**config.mk**
```make
export PLATFORM = sky130hd
export DESIGN_NAME = vdf_ctrl
export DESIGN_NICKNAME = d
export VERILOG_FILES = /design/src/design/vdf_pkg.sv /design/src/design/vdf_ctrl.sv
export SDC_FILE = /design/constraint.sdc
export NUM_CORES = 1
export LEC_CHECK = 0
export BUFFER_PORTS_ARGS = -buffer_cell sky130_fd_sc_hd__buf_4
export CAP_MARGIN = 5
export CORE_AREA = 10 10 47 49
export CTS_BUF_LIST = sky130_fd_sc_hd__clkbuf_8
export DETAILED_ROUTE_END_ITERATION = 6
export DIE_AREA = 0 0 57 59
export MAX_ROUTING_LAYER = met4
export PLACE_DENSITY_LB_ADDON = 0.1
export SYNTH_ARGS = -nofsm -noshare
export SYNTH_HDL_FRONTEND = slang
export SYNTH_SLANG_ARGS = --single-unit
```
**constraint.sdc**
```tcl
create_clock -name clk -period 2.7 [get_ports clk]
set_clock_uncertainty 0.1 [all_clocks]
set_input_delay 0.675 -clock clk [delete_from_list [all_inputs] [get_ports clk]]
set_output_delay 0.675 -clock clk [all_outputs]
set_load 0.03 [all_outputs]
```
**src/design/vdf_pkg.sv**
```systemverilog
// ----------------------------------------------------------------------------
// vdf_pkg
// Constants, codes and controller/datapath interface types of the voxel
// distance-field ray marcher.
// ----------------------------------------------------------------------------
package vdf_pkg;

	localparam int WORLD_SIZE      = 64;
	localparam int FRAC_BITS       = 10;
	localparam int MAX_MARCH_STEPS = 256;

	localparam int IN_POS_W    = 18;
	localparam int DIR_W       = 16;
	localparam int STEP_W      = 16;
	localparam int COLOR_W     = 8;
	localparam int COORD_OUT_W = 8;
	localparam int PROD_FRAC   = 26;
	localparam int MOVE_SHIFT  = PROD_FRAC - FRAC_BITS;

	localparam int COORD_W  = $clog2(WORLD_SIZE);
	localparam int COORD_W1 = COORD_W + 1;
	localparam logic [COORD_W:0]   WORLD_LIM = COORD_W1'(WORLD_SIZE);
	localparam logic [COORD_W-1:0] COORD_MAX = COORD_W'(WORLD_SIZE - 1);

	// position must hold an in-world point plus one full move either way
	localparam int POS_GROW_W = ((COORD_W > 4) ? COORD_W : 4) + FRAC_BITS + 2;
	localparam int POS_W      = (POS_GROW_W > IN_POS_W) ? POS_GROW_W : IN_POS_W;
	localparam int CELL_W     = POS_W - FRAC_BITS;

	localparam int ADDR_W     = 3 * COORD_W;
	localparam int RAM_DEPTH  = 1 << ADDR_W;
	localparam int WORD_W     = STEP_W + COLOR_W;
	localparam int PROD_W     = DIR_W + STEP_W + 1;
	localparam int STEP_CNT_W = $clog2(MAX_MARCH_STEPS + 1);

	typedef enum logic {
		OP_WRITE,
		OP_CAST
	} opcode_t;

	typedef enum logic [1:0] {
		MS_HIT,
		MS_EXIT,
		MS_OUTSIDE,
		MS_CAP
	} march_status_t;

	typedef enum logic [2:0] {
		ST_CLEAR,
		ST_IDLE,
		ST_READ,
		ST_CHECK,
		ST_MUL,
		ST_ADD,
		ST_EXIT,
		ST_OUTSIDE
	} state_t;

	typedef struct packed {
		logic          clear_en;
		logic          store;
		logic          start;
		logic          read_cur;
		logic          mul;
		logic          advance;
		logic          load_res;
		march_status_t res_kind;
	} cmd_t;

	typedef struct packed {
		logic clear_last;
		logic item_cast;
		logic item_in_world;
		logic solid;
		logic cap;
		logic next_in_world;
		logic out_free;
	} stat_t;

endpackage

```
**src/design/vdf_ctrl.sv**
```systemverilog
// ----------------------------------------------------------------------------
// vdf_ctrl
// Sequencer: clearing pass, item intake, read / multiply / add march loop and
// result hand-off.
// ----------------------------------------------------------------------------
module vdf_ctrl (
	input  logic           clk,
	input  logic           arst_n,
	input  logic           item_valid,
	input  vdf_pkg::stat_t stat,
	output vdf_pkg::cmd_t  cmd,
	output logic           item_stall
);
	import vdf_pkg::*;

	state_t state_q, state_d;

	always_ff @(posedge clk or negedge arst_n) begin
		if (!arst_n) begin
			state_q <= ST_CLEAR;
		end else begin
			state_q <= state_d;
		end
	end

	always_comb begin
		state_d = state_q;
		unique case (state_q)
			ST_CLEAR: begin
				if (stat.clear_last) state_d = ST_IDLE;
			end
			ST_IDLE: begin
				if (item_valid && stat.item_cast) begin
					state_d = stat.item_in_world ? ST_READ : ST_OUTSIDE;
				end
			end
			ST_READ: state_d = ST_CHECK;
			ST_CHECK: begin
				if (stat.solid || stat.cap) begin
					if (stat.out_free) state_d = ST_IDLE;
				end else begin
					state_d = ST_MUL;
				end
			end
			ST_MUL: state_d = ST_ADD;
			ST_ADD: state_d = stat.next_in_world ? ST_CHECK : ST_EXIT;
			ST_EXIT: begin
				if (stat.out_free) state_d = ST_IDLE;
			end
			ST_OUTSIDE: begin
				if (stat.out_free) state_d = ST_IDLE;
			end
			default: state_d = ST_CLEAR;
		endcase
	end

	always_comb begin
		cmd        = '0;
		cmd.res_kind = MS_HIT;
		item_stall = 1'b1;
		unique case (state_q)
			ST_CLEAR: cmd.clear_en = 1'b1;
			ST_IDLE: begin
				item_stall = 1'b0;
				cmd.store  = item_valid && !stat.item_cast;
				cmd.start  = item_valid && stat.item_cast;
			end
			ST_READ: cmd.read_cur = 1'b1;
			ST_CHECK: begin
				// solid takes precedence over the step cap
				cmd.load_res = (stat.solid || stat.cap) && stat.out_free;
				cmd.res_kind = stat.solid ? MS_HIT : MS_CAP;
			end
			ST_MUL: cmd.mul = 1'b1;
			ST_ADD: cmd.advance = 1'b1;
			ST_EXIT: begin
				cmd.load_res = stat.out_free;
				cmd.res_kind = MS_EXIT;
			end
			ST_OUTSIDE: begin
				cmd.load_res = stat.out_free;
				cmd.res_kind = MS_OUTSIDE;
			end
			default: begin
				cmd.clear_en = 1'b0;
			end
		endcase
	end

endmodule

```
# ---- After elaboration in Yosys (flattened, before gate mapping)
# Cells that the tools add are included.
dict set report totals {
  regBits 3
}
dict set report classes {
  muxes 15
  n_eq_ne 9
  n_reduce_logical 8
}
# cell n
set op_table {}
lappend op_table {{$pmux 3 s7} 1}
lappend op_table {{$mux 3} 6}
lappend op_table {{$eq 3x3->1 const B} 4}
lappend op_table {{$pmux 3 s3} 1}
lappend op_table {{$eq 3x2->1 const B} 2}
lappend op_table {{$mux 1} 5}
lappend op_table {{$mux 2} 2}
lappend op_table {{$ne 2x2->1 const B} 2}
lappend op_table {{$eq 3x1->1 const B} 1}
lappend op_table {{$logic_and 1x1->1} 3}
lappend op_table {{$logic_not 3->1} 1}
lappend op_table {{$reduce_and 2->1} 1}
lappend op_table {{$reduce_or 2->1} 1}
lappend op_table {{$logic_not 1->1} 1}
lappend op_table {{$logic_or 1x1->1} 1}

# ---- Logic depth before layout (Yosys ltp)
# Gate-level depths: netlist (run 1).
dict set report logic_depth {
  ltp_word 3
  ltp_mapped 5
  ltp_nobuf 3
}

# ---- Worst setup path before layout (run 1)
# No wires, ideal clock.
dict set report synth_path {
  path_kind {reg-to-output}
  start {register state_q[2]}
  end {output port cmd[7] in the netlist's numbering}
  arrival_time_ns 1.711
  path_stages_with_launch 5
  slack_ns 0.214
  path_cell_list {dfrtp_1 > buf_2 > nor2_1 > nand2_1 > nor3b_1}
}
# element line
set synth_rtl {}
lappend synth_rtl {{start, declared} vdf_ctrl.sv:16} ;# state_t state_q, state_d;
lappend synth_rtl {{start signal, assigned} vdf_ctrl.sv:22} ;# state_q <= state_d;
lappend synth_rtl {{end, declared} vdf_ctrl.sv:11} ;# output vdf_pkg::cmd_t cmd,

==> Implementation_results.wiki, run 1 <==
{| class="wikitable"
! Metric !! Value
|-
| Area added between synthesis and finish || 58.7%
|-
| Slew at the pin closest to its max-slew limit || 0.519 ns
|-
| H-tree levels || 1
|-
| Post-synthesis cell type count || 22
|-
| Largest area contributor in the netlist || dfrtp_1
|-
| Power per unit of standard cell area || 1190 nW/um^2
|-
| R2R depth || 3
|-
| Startpoint type of the worst setup path || flip-flop
|-
| Worst flop-to-flop path startpoint || state_q[2]$_DFFE_PN0P_
|-
| Post-DR vias/cell || 4.81
|-
| Register bit count reported by yosys || 3
|-
| Final min period || 2.20 ns
|-
| # DRC || 0
|-
| Die Area || 3360 sq um
|-
| Die outline width || 57 microns
|-
| Utilization of the core after routing || 36.7%
|-
| Start point of the critical path || state_q[2]$_DFFE_PN0P_
|-
| Final non-filler cell total || 80
|-
| Leakage power of the design || 0.233 nW
|-
| Worst supply voltage drop on vdd || 0.378 mV
|-
| Hold crit path type || input pin to async pin
|-
| Largest driver fanout on the critical path || 13
|-
| Detail Route Antenna Nets || 0
|-
| 1st-pass router iterations || 4
|-
| Setup Buffers After CTS || 0
|-
| Largest Register || state_q
|-
| Post-cts repair resize count || 0
|-
| Total length of routed wires || 1100 microns
|-
| Placed Instance Area || 469 sq um
|-
| Nets in the synthesized netlist || 55
|-
| Overall fraction of global-route tracks in use || 7.05%
|-
| Dominant cells by area after synthesis || dfrtp_1 23%, nor3b_1 9.3%, a21oi_1 6.2%
|-
| Post-layout nets || 75
|-
| Avg Cell Area, Syn || 7.20 sq um
|-
| Placed cells || 76
|-
| Proportion of netlist area held by the largest area contributor || 23.2%
|-
| Drt first-iter violations || 4
|-
| Clock Tree Root || clkbuf_8
|-
| Final number of max-transition violations || 0
|-
| Clock tree from TritonCTS || done
|-
| Type of element capturing the critical path || output pin
|-
| Result of the run || complete, no violations
|-
| Die outline height || 59 microns
|-
| Vias after detailed routing || 385
|-
| Grt ovf || 0
|-
| Starting density of the core || 23.1%
|-
| Reg-to-Reg End || state_q[0]$_DFFE_PN0P_
|-
| Minimum setup slack among reg-to-reg paths || 1.05 ns
|-
| Clk Latency, worst-skew pair || 0.21 ns
|-
| Commonest non-fill, non-tap cell in the layout || buf_4
|-
| Summed instance area of the synthesized netlist || 324 sq um
|-
| Worst hold slack || 0.141 ns
|-
| Max capacitance violation total || 0
|-
| Number of hold buffers added after CTS || 0
|-
| Final hold vios || 0
|-
| Share of the clock period used by the worst path after layout || 81.6%
|-
| Fmax || 0.454 GHz
|-
| Number of failing setup endpoints in the final timing report || 0
|-
| Registers with the highest flip-flop counts || state_q x3
|-
| Cell area after layout || 514 sq um
|-
| Number of inserted diodes || 0
|-
| Final total negative setup slack || 0 ns
|-
| First-pass GRT wire length || 1900 microns
|-
| Count of clock tree sinks || 3
|-
| Post-synthesis sequential area ratio || 23.2%
|-
| Total CTS buffers || 3
|-
| Initial antenna violation count || 0
|-
| Yosys Warn Count || 0
|-
| Final estimated routing congestion in global placement || 0.704
|-
| Count of port buffers added during placement || 19
|-
| Average detailed-routed wire length per instance || 13.7 microns
|-
| Largest register FFs || 3
|-
| Type of the worst setup path || flip-flop to output pin
|-
| Placeable core region || 1400 sq um
|-
| Slew HR || 65.4%
|-
| Via count of the first global-routing pass || 430
|-
| Capture point of the critical path || cmd[7]
|-
| Clock-pin slew of the registers on the worst-case setup and hold paths || 0.03 ns
|-
| Required @ worst endpoint || 1.92 ns
|-
| Maximum number of pins on one net before global-route repair || 20
|-
| Arrival time at the worst endpoint || 1.43 ns
|-
| Ports placed on the boundary || 20
|-
| Post-synthesis instance total || 45
|-
| Deepest clock path buffer count || 2
|-
| Setup repair after global routing missed its margin || no
|-
| Num rows || 14
|-
| Final HPWL DP || 837 microns
|-
| Ratio of cells with drive above 1 in the final layout || 35.9%
|}
how the worst min path moves through the flow:
| stage | startpoint | endpoint | cells past startpoint |
|---|---|---|---|
| 2_1_floorplan | arst_n | state_q[0]$_DFFE_PN0P_ | 0 |
| 3_3_place_gp | arst_n | state_q[0]$_DFFE_PN0P_ | 1 |
| 3_5_place_dp | arst_n | state_q[0]$_DFFE_PN0P_ | 1 |
| 4_1_cts | arst_n | state_q[2]$_DFFE_PN0P_ | 1 |
| 5_1_grt | arst_n | state_q[2]$_DFFE_PN0P_ | 1 |
| 6_report | arst_n | state_q[2]$_DFFE_PN0P_ | 1 |
cells in the mapped netlist:
library cell,n
dfrtp_1,3
a21oi_1,4
clkbuf_1,2
o21ai_0,3
and4_1,1
o22a_1,1
o311a_1,1
buf_4,1
o2111ai_1,1
or4b_1,1
buf_2,2
nor4bb_1,1
or3_1,1
nor3b_1,4
nand2_1,4
a31oi_1,1
o211ai_1,1
inv_1,3
nor2_1,3
o21a_1,1
nor3_1,4
a311oi_1,2
worst max-delay path, stage by stage, from the launching register on:
cell and delay [ns]:
dfrtp_1 0.50, nor2_1 0.22, nand2_1 0.09, nor3b_1 0.20, buf_4 0.19
per-stage QoR:
| stage | setup slack, ns | power [mW] |
|---|---|---|
| after floorplan | 0.214 | 0.377 |
| after global placement | 0.654 | 0.494 |
| after detailed placement | 0.659 | 0.490 |
| after CTS | 0.465 | 0.624 |
| after global routing | 0.333 | 0.664 |
| final | 0.495 | 0.611 |
layout make-up:
type	instances	area [sq um]
clock buffers	3	41.3
clock inverters	1	3.75
fillers	155	887
inverters	3	11.3
multi-input cells	34	213
flip-flops and latches	3	75.1
well taps	16	20.0
repair buffers	20	150
kinds of logic (layout without fill, tap and decap cells):
kind of cell	after synthesis	in the layout	synth area share, %
and+or+nand+nor	19	19	34.4
AOI/OAI and AO/OA	15	15	31.3
buffers and inverters	8	27	11.2
DFF	3	3	23.2
metal layers:
metal	GRT usage (%)	vias up	part of all wire (%)
met5	-	-	0
met4	5.03	0	0
met3	1.29	0	5.5
met2	10.5	16	43
met1	8.29	163	51
li1	-	206	-
power breakdown:
group          internal (mW)  switching (mW)  leakage [nW]
Sequential            0.0647          0.0691        0.0368
Clock                 0.0968          0.0302        0.0269
Combinational          0.150           0.200         0.170
Total                  0.312           0.300         0.233
Note: power is estimated with default switching activity, not from simulation.
==> run 2, diff against run 1 <==
==> constraint.sdc (replaced) <==
create_clock -name clk -period 2 [get_ports clk]
set_clock_uncertainty 0.1 [all_clocks]
set_input_delay 0.5 -clock clk [delete_from_list [all_inputs] [get_ports clk]]
set_output_delay 0.5 -clock clk [all_outputs]
set_load 0.03 [all_outputs]
==> Implementation_results.wiki, run 2 (synthesis results as in run 1) <==
{| class="wikitable"
! Metric !! Value
|-
| Result of the run || complete, no violations
|-
| Setup repair after global routing missed its margin || no
|-
| Type of element capturing the critical path || output pin
|-
| Commonest non-fill, non-tap cell in the layout || buf_4
|-
| Count of clock tree sinks || 3 (unchanged)
|-
| Utilization of the core after routing || 39.6% (+2.9 points)
|-
| Total CTS buffers || 3 (unchanged)
|-
| Worst supply voltage drop on vdd || 0.603 mV (+59%)
|-
| Capture point of the critical path || cmd[7]
|-
| Num rows || 14 (unchanged)
|-
| Initial antenna violation count || 0 (unchanged)
|-
| Placeable core region || 1400 sq um (unchanged)
|-
| Placed Instance Area || 497 sq um (+5.9%)
|-
| Largest Register || state_q
|-
| H-tree levels || 1 (unchanged)
|-
| Post-DR vias/cell || 5.10 (+5.9%)
|-
| Grt ovf || 0 (unchanged)
|-
| Via count of the first global-routing pass || 458 (+6.5%)
|-
| # DRC || 0 (unchanged)
|-
| Deepest clock path buffer count || 2 (unchanged)
|-
| Number of failing setup endpoints in the final timing report || 0 (unchanged)
|-
| Clock Tree Root || clkbuf_8
|-
| Average detailed-routed wire length per instance || 13.6 microns (-0.68%)
|-
| Maximum number of pins on one net before global-route repair || 17 (-15%)
|-
| Final non-filler cell total || 84 (+5.0%)
|-
| Slew at the pin closest to its max-slew limit || 0.424 ns (-0.0947 ns)
|-
| Die outline height || 59 microns (unchanged)
|-
| Worst flop-to-flop path startpoint || state_q[2]$_DFFE_PN0P_
|-
| Final min period || 1.89 ns
|-
| Max capacitance violation total || 0 (unchanged)
|-
| Fmax || 0.529 GHz
|-
| Clk Latency, worst-skew pair || 0.22 ns (about the same)
|-
| Final HPWL DP || 865 microns (+3.3%)
|-
| Arrival time at the worst endpoint || 1.29 ns (-0.14 ns)
|-
| Start point of the critical path || state_q[2]$_DFFE_PN0P_
|-
| Slew HR || 71.5% (+6.1 points)
|-
| Placed cells || 79 (+3.9%)
|-
| Clock-pin slew of the registers on the worst-case setup and hold paths || 0.03 ns (about the same)
|-
| Largest driver fanout on the critical path || 7 (-6)
|-
| Minimum setup slack among reg-to-reg paths || 0.42 ns (-0.63 ns)
|-
| Overall fraction of global-route tracks in use || 7.34% (+0.29 points)
|-
| R2R depth || 3 (unchanged)
|-
| Area added between synthesis and finish || 71.4%
|-
| Required @ worst endpoint || 1.40 ns (-0.52 ns)
|-
| Die Area || 3360 sq um (unchanged)
|-
| Number of inserted diodes || 0 (unchanged)
|-
| 1st-pass router iterations || 4 (unchanged)
|-
| Met3 demand-to-capacity share in global routing || 2.79% (+1.5 points)
|-
| Ports placed on the boundary || 20 (unchanged)
|-
| Total length of routed wires || 1140 microns (+4.3%)
|-
| Detail Route Antenna Nets || 0 (unchanged)
|-
| Final number of max-transition violations || 0 (unchanged)
|-
| Die outline width || 57 microns (unchanged)
|-
| Vias after detailed routing || 428 (+11%)
|-
| Registers with the highest flip-flop counts || state_q x3
|-
| Drt first-iter violations || 4 (unchanged)
|-
| Met2 global-route usage || 10.7% (+0.16 points)
|-
| First-pass GRT wire length || 1890 microns (-0.37%)
|-
| Most used cells in the layout excluding fill and tap cells || 23 x buf_4, 4 x inv_1, 4 x nor3_1, 4 x nand2_1, 4 x a21oi_1
|-
| Final hold vios || 0 (unchanged)
|-
| Post-layout nets || 79 (+5.3%)
|-
| Reg-to-Reg End || state_q[0]$_DFFE_PN0P_
|-
| Power, Total || 0.882 mW (+44%)
|-
| Largest register FFs || 3 (unchanged)
|-
| Leakage power of the design || 0.253 nW (+8.6%)
|-
| Routing usage on met1 || 7.74% (-0.56 points)
|-
| Startpoint type of the worst setup path || flip-flop
|-
| Type of the worst setup path || flip-flop to output pin
|-
| Power per unit of standard cell area || 1590 nW/um^2 (+33%)
|-
| Ratio of cells with drive above 1 in the final layout || 42.6% (+6.7 points)
|-
| Count of port buffers added during placement || 19 (unchanged)
|-
| Hold crit path type || input pin to async pin
|-
| Count of filler cells inserted in the layout || 164 (+5.8%)
|-
| Share of the clock period used by the worst path after layout || 94.5%
|-
| Clock tree from TritonCTS || done
|-
| Global route hottest layer || met2
|-
| Final estimated routing congestion in global placement || 0.728 (+3.4%)
|-
| Starting density of the core || 23.1% (unchanged)
|-
| Cell area after layout || 556 sq um (+8.0%)
|-
| Worst hold slack || 0.506 ns (+0.365 ns)
|}
## run 2: critical path: stages, from the launching register on
cell and delay [ns]:
dfrtp_1 0.45, nor2_2 0.18, nand2_1 0.09, nor3b_2 0.16, buf_4 0.18
## run 2: where the power goes
group	internal (mW)	total (mW)	leakage (nW)	switching (mW)
sequential	0.0903	0.155	0.0359	0.0646
clock	0.131	0.176	0.0269	0.0453
combinational	0.238	0.550	0.191	0.312
## run 2: how the worst min path moves through the flow
| stage | from | end | slack, ns |
|---|---|---|---|
| after detailed placement | arst_n | state_q[2]$_DFFE_PN0P_ | 0.19 |
| after global placement | arst_n | state_q[2]$_DFFE_PN0P_ | 0.19 |
| final | arst_n | state_q[2]$_DFFE_PN0P_ | 0.51 |
| after floorplan | arst_n | state_q[0]$_DFFE_PN0P_ | 0.10 |
| after global routing | arst_n | state_q[2]$_DFFE_PN0P_ | 0.51 |
| after CTS | arst_n | state_q[2]$_DFFE_PN0P_ | 0.50 |
## run 2: stage by stage
| stage | setup slack, ns | setup TNS, ns |
|---|---|---|
| floorplan | -0.0932 | -0.189 |
| global placement | 0.278 | 0 |
| detailed placement | 0.271 | 0 |
| CTS | 0.0282 | 0 |
| global route | 0.00912 | 0 |
| finish | 0.109 | 0 |
## run 2: per-layer routing
metal	routed length, microns	part of all wire (%)
met1	539	47
met2	526	46
met3	48	4.2
met4	30	2.6
met5	0	0
## run 2: what timing repair did
item                                   in CTS  in global routing
setup buffers                               0                  0
hold buffers                                1                  0
resized for setup                           0                  2
setup endpoints to repair                   0                  3
endpoints found under the hold margin       3                  0
## run 2: layout make-up
| class | count | area (sq um) | share of cell area, % |
|---|---|---|---|
| Multi-Input combinational cell | 34 | 220 | 39.6 |
| Timing Repair Buffer | 24 | 183 | 32.9 |
| Sequential cell | 3 | 76.3 | 13.7 |
| Clock buffer | 3 | 41.3 | 7.43 |
| Tap cell | 16 | 20.0 | 3.60 |
| Inverter | 3 | 11.3 | 2.03 |
| Clock inverter | 1 | 3.75 | 0.676 |
==> run 3, diff against run 2 <==
--- a/config.mk
+++ b/config.mk
@@ -13,6 +13,7 @@
 export DIE_AREA = 0 0 57 59
 export MAX_ROUTING_LAYER = met4
 export PLACE_DENSITY_LB_ADDON = 0.1
+export SETUP_SLACK_MARGIN = 0.3
 export SYNTH_ARGS = -nofsm -noshare
 export SYNTH_HDL_FRONTEND = slang
 export SYNTH_SLANG_ARGS = --single-unit
==> Implementation_results.wiki, run 3 (synthesis results as in run 1) <==
{| class="wikitable"
! Metric !! Value
|-
| Clock Tree Root || clkbuf_8
|-
| Drt first-iter violations || 6 (+2)
|-
| Number of inserted diodes || 0 (unchanged)
|-
| Maximum number of pins on one net before global-route repair || 9 (-8)
|-
| Commonest non-fill, non-tap cell in the layout || buf_4
|-
| Crit path setup slack, layout || 0.173 ns (+0.0634 ns)
|-
| Via count of the first global-routing pass || 498 (+8.7%)
|-
| Worst hold slack || 0.512 ns (+0.00580 ns)
|-
| Clock tree from TritonCTS || done
|-
| Ports placed on the boundary || 20 (unchanged)
|-
| First-pass GRT wire length || 2200 microns (+16%)
|-
| Final HPWL DP || 899 microns (+4.0%)
|-
| Placed Instance Area || 571 sq um (+15%)
|-
| Count of port buffers added during placement || 19 (unchanged)
|-
| Most used cells in the layout excluding fill and tap cells || 26 x buf_4, 8 x buf_6
|-
| Setup repair after global routing missed its margin || yes
|-
| Final total negative setup slack || 0 ns (unchanged)
|-
| Vias after detailed routing || 474 (+11%)
|-
| Arrival time at the worst endpoint || 1.23 ns (-0.06 ns)
|-
| R2R depth || 5 (+2)
|-
| Final estimated routing congestion in global placement || 0.707 (-2.8%)
|-
| Type of element capturing the critical path || output pin
|-
| Die Area || 3360 sq um (unchanged)
|-
| CP Cell Sequence || nor2_4 > nand2_4 > nor3b_4 > buf_6
|-
| Starting density of the core || 23.1% (unchanged)
|-
| Die outline height || 59 microns (unchanged)
|-
| Share of the clock period used by the worst path after layout || 91.4% (-3.2 points)
|-
| Count of filler cells inserted in the layout || 127 (-23%)
|-
| Total CTS buffers || 3 (unchanged)
|-
| Num rows || 14 (unchanged)
|-
| Slew at the pin closest to its max-slew limit || 0.496 ns (+0.0723 ns)
|-
| Placeable core region || 1400 sq um (unchanged)
|-
| Cell area after layout || 805 sq um (+45%)
|-
| Required @ worst endpoint || 1.40 ns (about the same)
|-
| Hold crit path type || input pin to async pin
|-
| Startpoint type of the worst setup path || flip-flop
|-
| Leakage power of the design || 0.365 nW (+44%)
|-
| Deepest clock path buffer count || 2 (unchanged)
|-
| Worst slack at placement || 0.250 ns (-0.0206 ns)
|-
| Die outline width || 57 microns (unchanged)
|-
| Worst supply voltage drop on vdd || 0.902 mV (+50%)
|-
| Final hold vios || 0 (unchanged)
|-
| Count of clock tree sinks || 3 (unchanged)
|-
| Largest Register || state_q
|-
| Result of the run || complete, no violations
|-
| Number of failing setup endpoints in the final timing report || 0 (unchanged)
|-
| Power per unit of standard cell area || 1620 nW/um^2 (+2.3%)
|-
| Type of the worst setup path || flip-flop to output pin
|-
| Clk Latency, worst-skew pair || 0.21 ns (about the same)
|-
| H-tree levels || 1 (unchanged)
|-
| Crit-path leading delay family || flip-flops
|-
| Area added between synthesis and finish || 148%
|-
| Registers with the highest flip-flop counts || state_q x3
|-
| Total buffers and inverters traversed by the critical path || 1 (unchanged)
|-
| Largest register FFs || 3 (unchanged)
|-
| Slowest stage cell, crit path || dfrtp_2
|-
| Grt ovf || 0 (unchanged)
|-
| Reg-to-Reg End || state_q[0]$_DFFE_PN0P_
|-
| Utilization of the core after routing || 57.4% (+18 points)
|-
| Max capacitance violation total || 0 (unchanged)
|-
| Initial antenna violation count || 0 (unchanged)
|-
| Final min period || 1.83 ns (-0.0634 ns)
|-
| Overall fraction of global-route tracks in use || 8.03% (+0.69 points)
|-
| Post-layout nets || 92 (+16%)
|-
| # DRC || 0 (unchanged)
|-
| Ratio of cells with drive above 1 in the final layout || 67.9% (+25 points)
|-
| Detail Route Antenna Nets || 0 (unchanged)
|-
| Crit path largest cell delay || 0.46 ns (about the same)
|-
| Worst flop-to-flop path startpoint || state_q[1]$_DFFE_PN0P_
|-
| Total length of routed wires || 1360 microns (+18%)
|-
| Minimum setup slack among reg-to-reg paths || 0.25 ns (-0.17 ns)
|-
| Fmax || 0.547 GHz (+3.5%)
|-
| Largest driver fanout on the critical path || 4 (-3)
|-
| Post-DR vias/cell || 4.89 (-4.1%)
|-
| Slew HR || 66.7% (-4.9 points)
|-
| Average detailed-routed wire length per instance || 14.0 microns (+2.6%)
|-
| Final number of max-transition violations || 0 (unchanged)
|-
| 1st-pass router iterations || 2 (-2)
|-
| Clock-pin slew of the registers on the worst-case setup and hold paths || 0.03 ns (about the same)
|}
run 3: area by class of cell:
class	instances	area (sq um)	area share, %
repair buffers	37	340	42.3
multi-input cells	34	307	38.1
flip-flops and latches	3	78.8	9.80
clock buffers	3	41.3	5.13
well taps	16	20.0	2.49
inverters	3	13.8	1.71
clock inverters	1	3.75	0.467
run 3: how the worst max path moves through the flow:
stage                            from  endpoint  depth (start not counted)  slack [ns]
2_1_floorplan  state_q[1]$_DFFE_PN0P_    cmd[4]                          3        0.26
3_3_place_gp   state_q[0]$_DFFE_PN0P_    cmd[0]                          3        0.18
3_5_place_dp   state_q[2]$_DFFE_PN0P_    cmd[0]                          4        0.25
4_1_cts        state_q[2]$_DFFE_PN0P_    cmd[7]                          4        0.16
5_1_grt        state_q[1]$_DFFE_PN0P_    cmd[7]                          4        0.12
6_report       state_q[1]$_DFFE_PN0P_    cmd[7]                          4        0.17
run 3: layer usage:
layer  vias to the layer above  track usage (%)  part of all wire (%)
met5                         -                -                     0
met4                         0             3.02                     0
met3                         0             2.58                   6.5
met2                        13             12.6                    52
met1                       220             9.36                    41
li1                        241                -                     -
run 3: stage by stage:
step	power, mW	cells
6_report	1.31	97
5_1_grt	1.40	97
4_1_cts	1.26	95
3_5_place_dp	0.828	79
3_3_place_gp	0.834	79
2_1_floorplan	0.643	45
run 3: where the power goes:
part	switching, mW	internal, mW
clock	0.0361	0.130
combinational	0.457	0.521
sequential	0.0676	0.0938
run 3: repair_timing:
action / 4_1_cts / 5_1_grt
pin swaps: 3 / 2
gates resized for setup: 13 / 9
hold buffers: 1 / 0
buffers inserted: 10 / 2
hold endpoints to repair: 3 / 0
setup endpoints to repair: 10 / 11
gates cloned: 1 / 0
run 3: worst reg2reg max path, cell delays in order, from the launching register on:
cell and delay [ns]:
dfrtp_2 0.44, clkbuf_16 0.18, buf_4 0.12, or4b_1 0.43
o311a_1 0.14, o22a_1 0.22
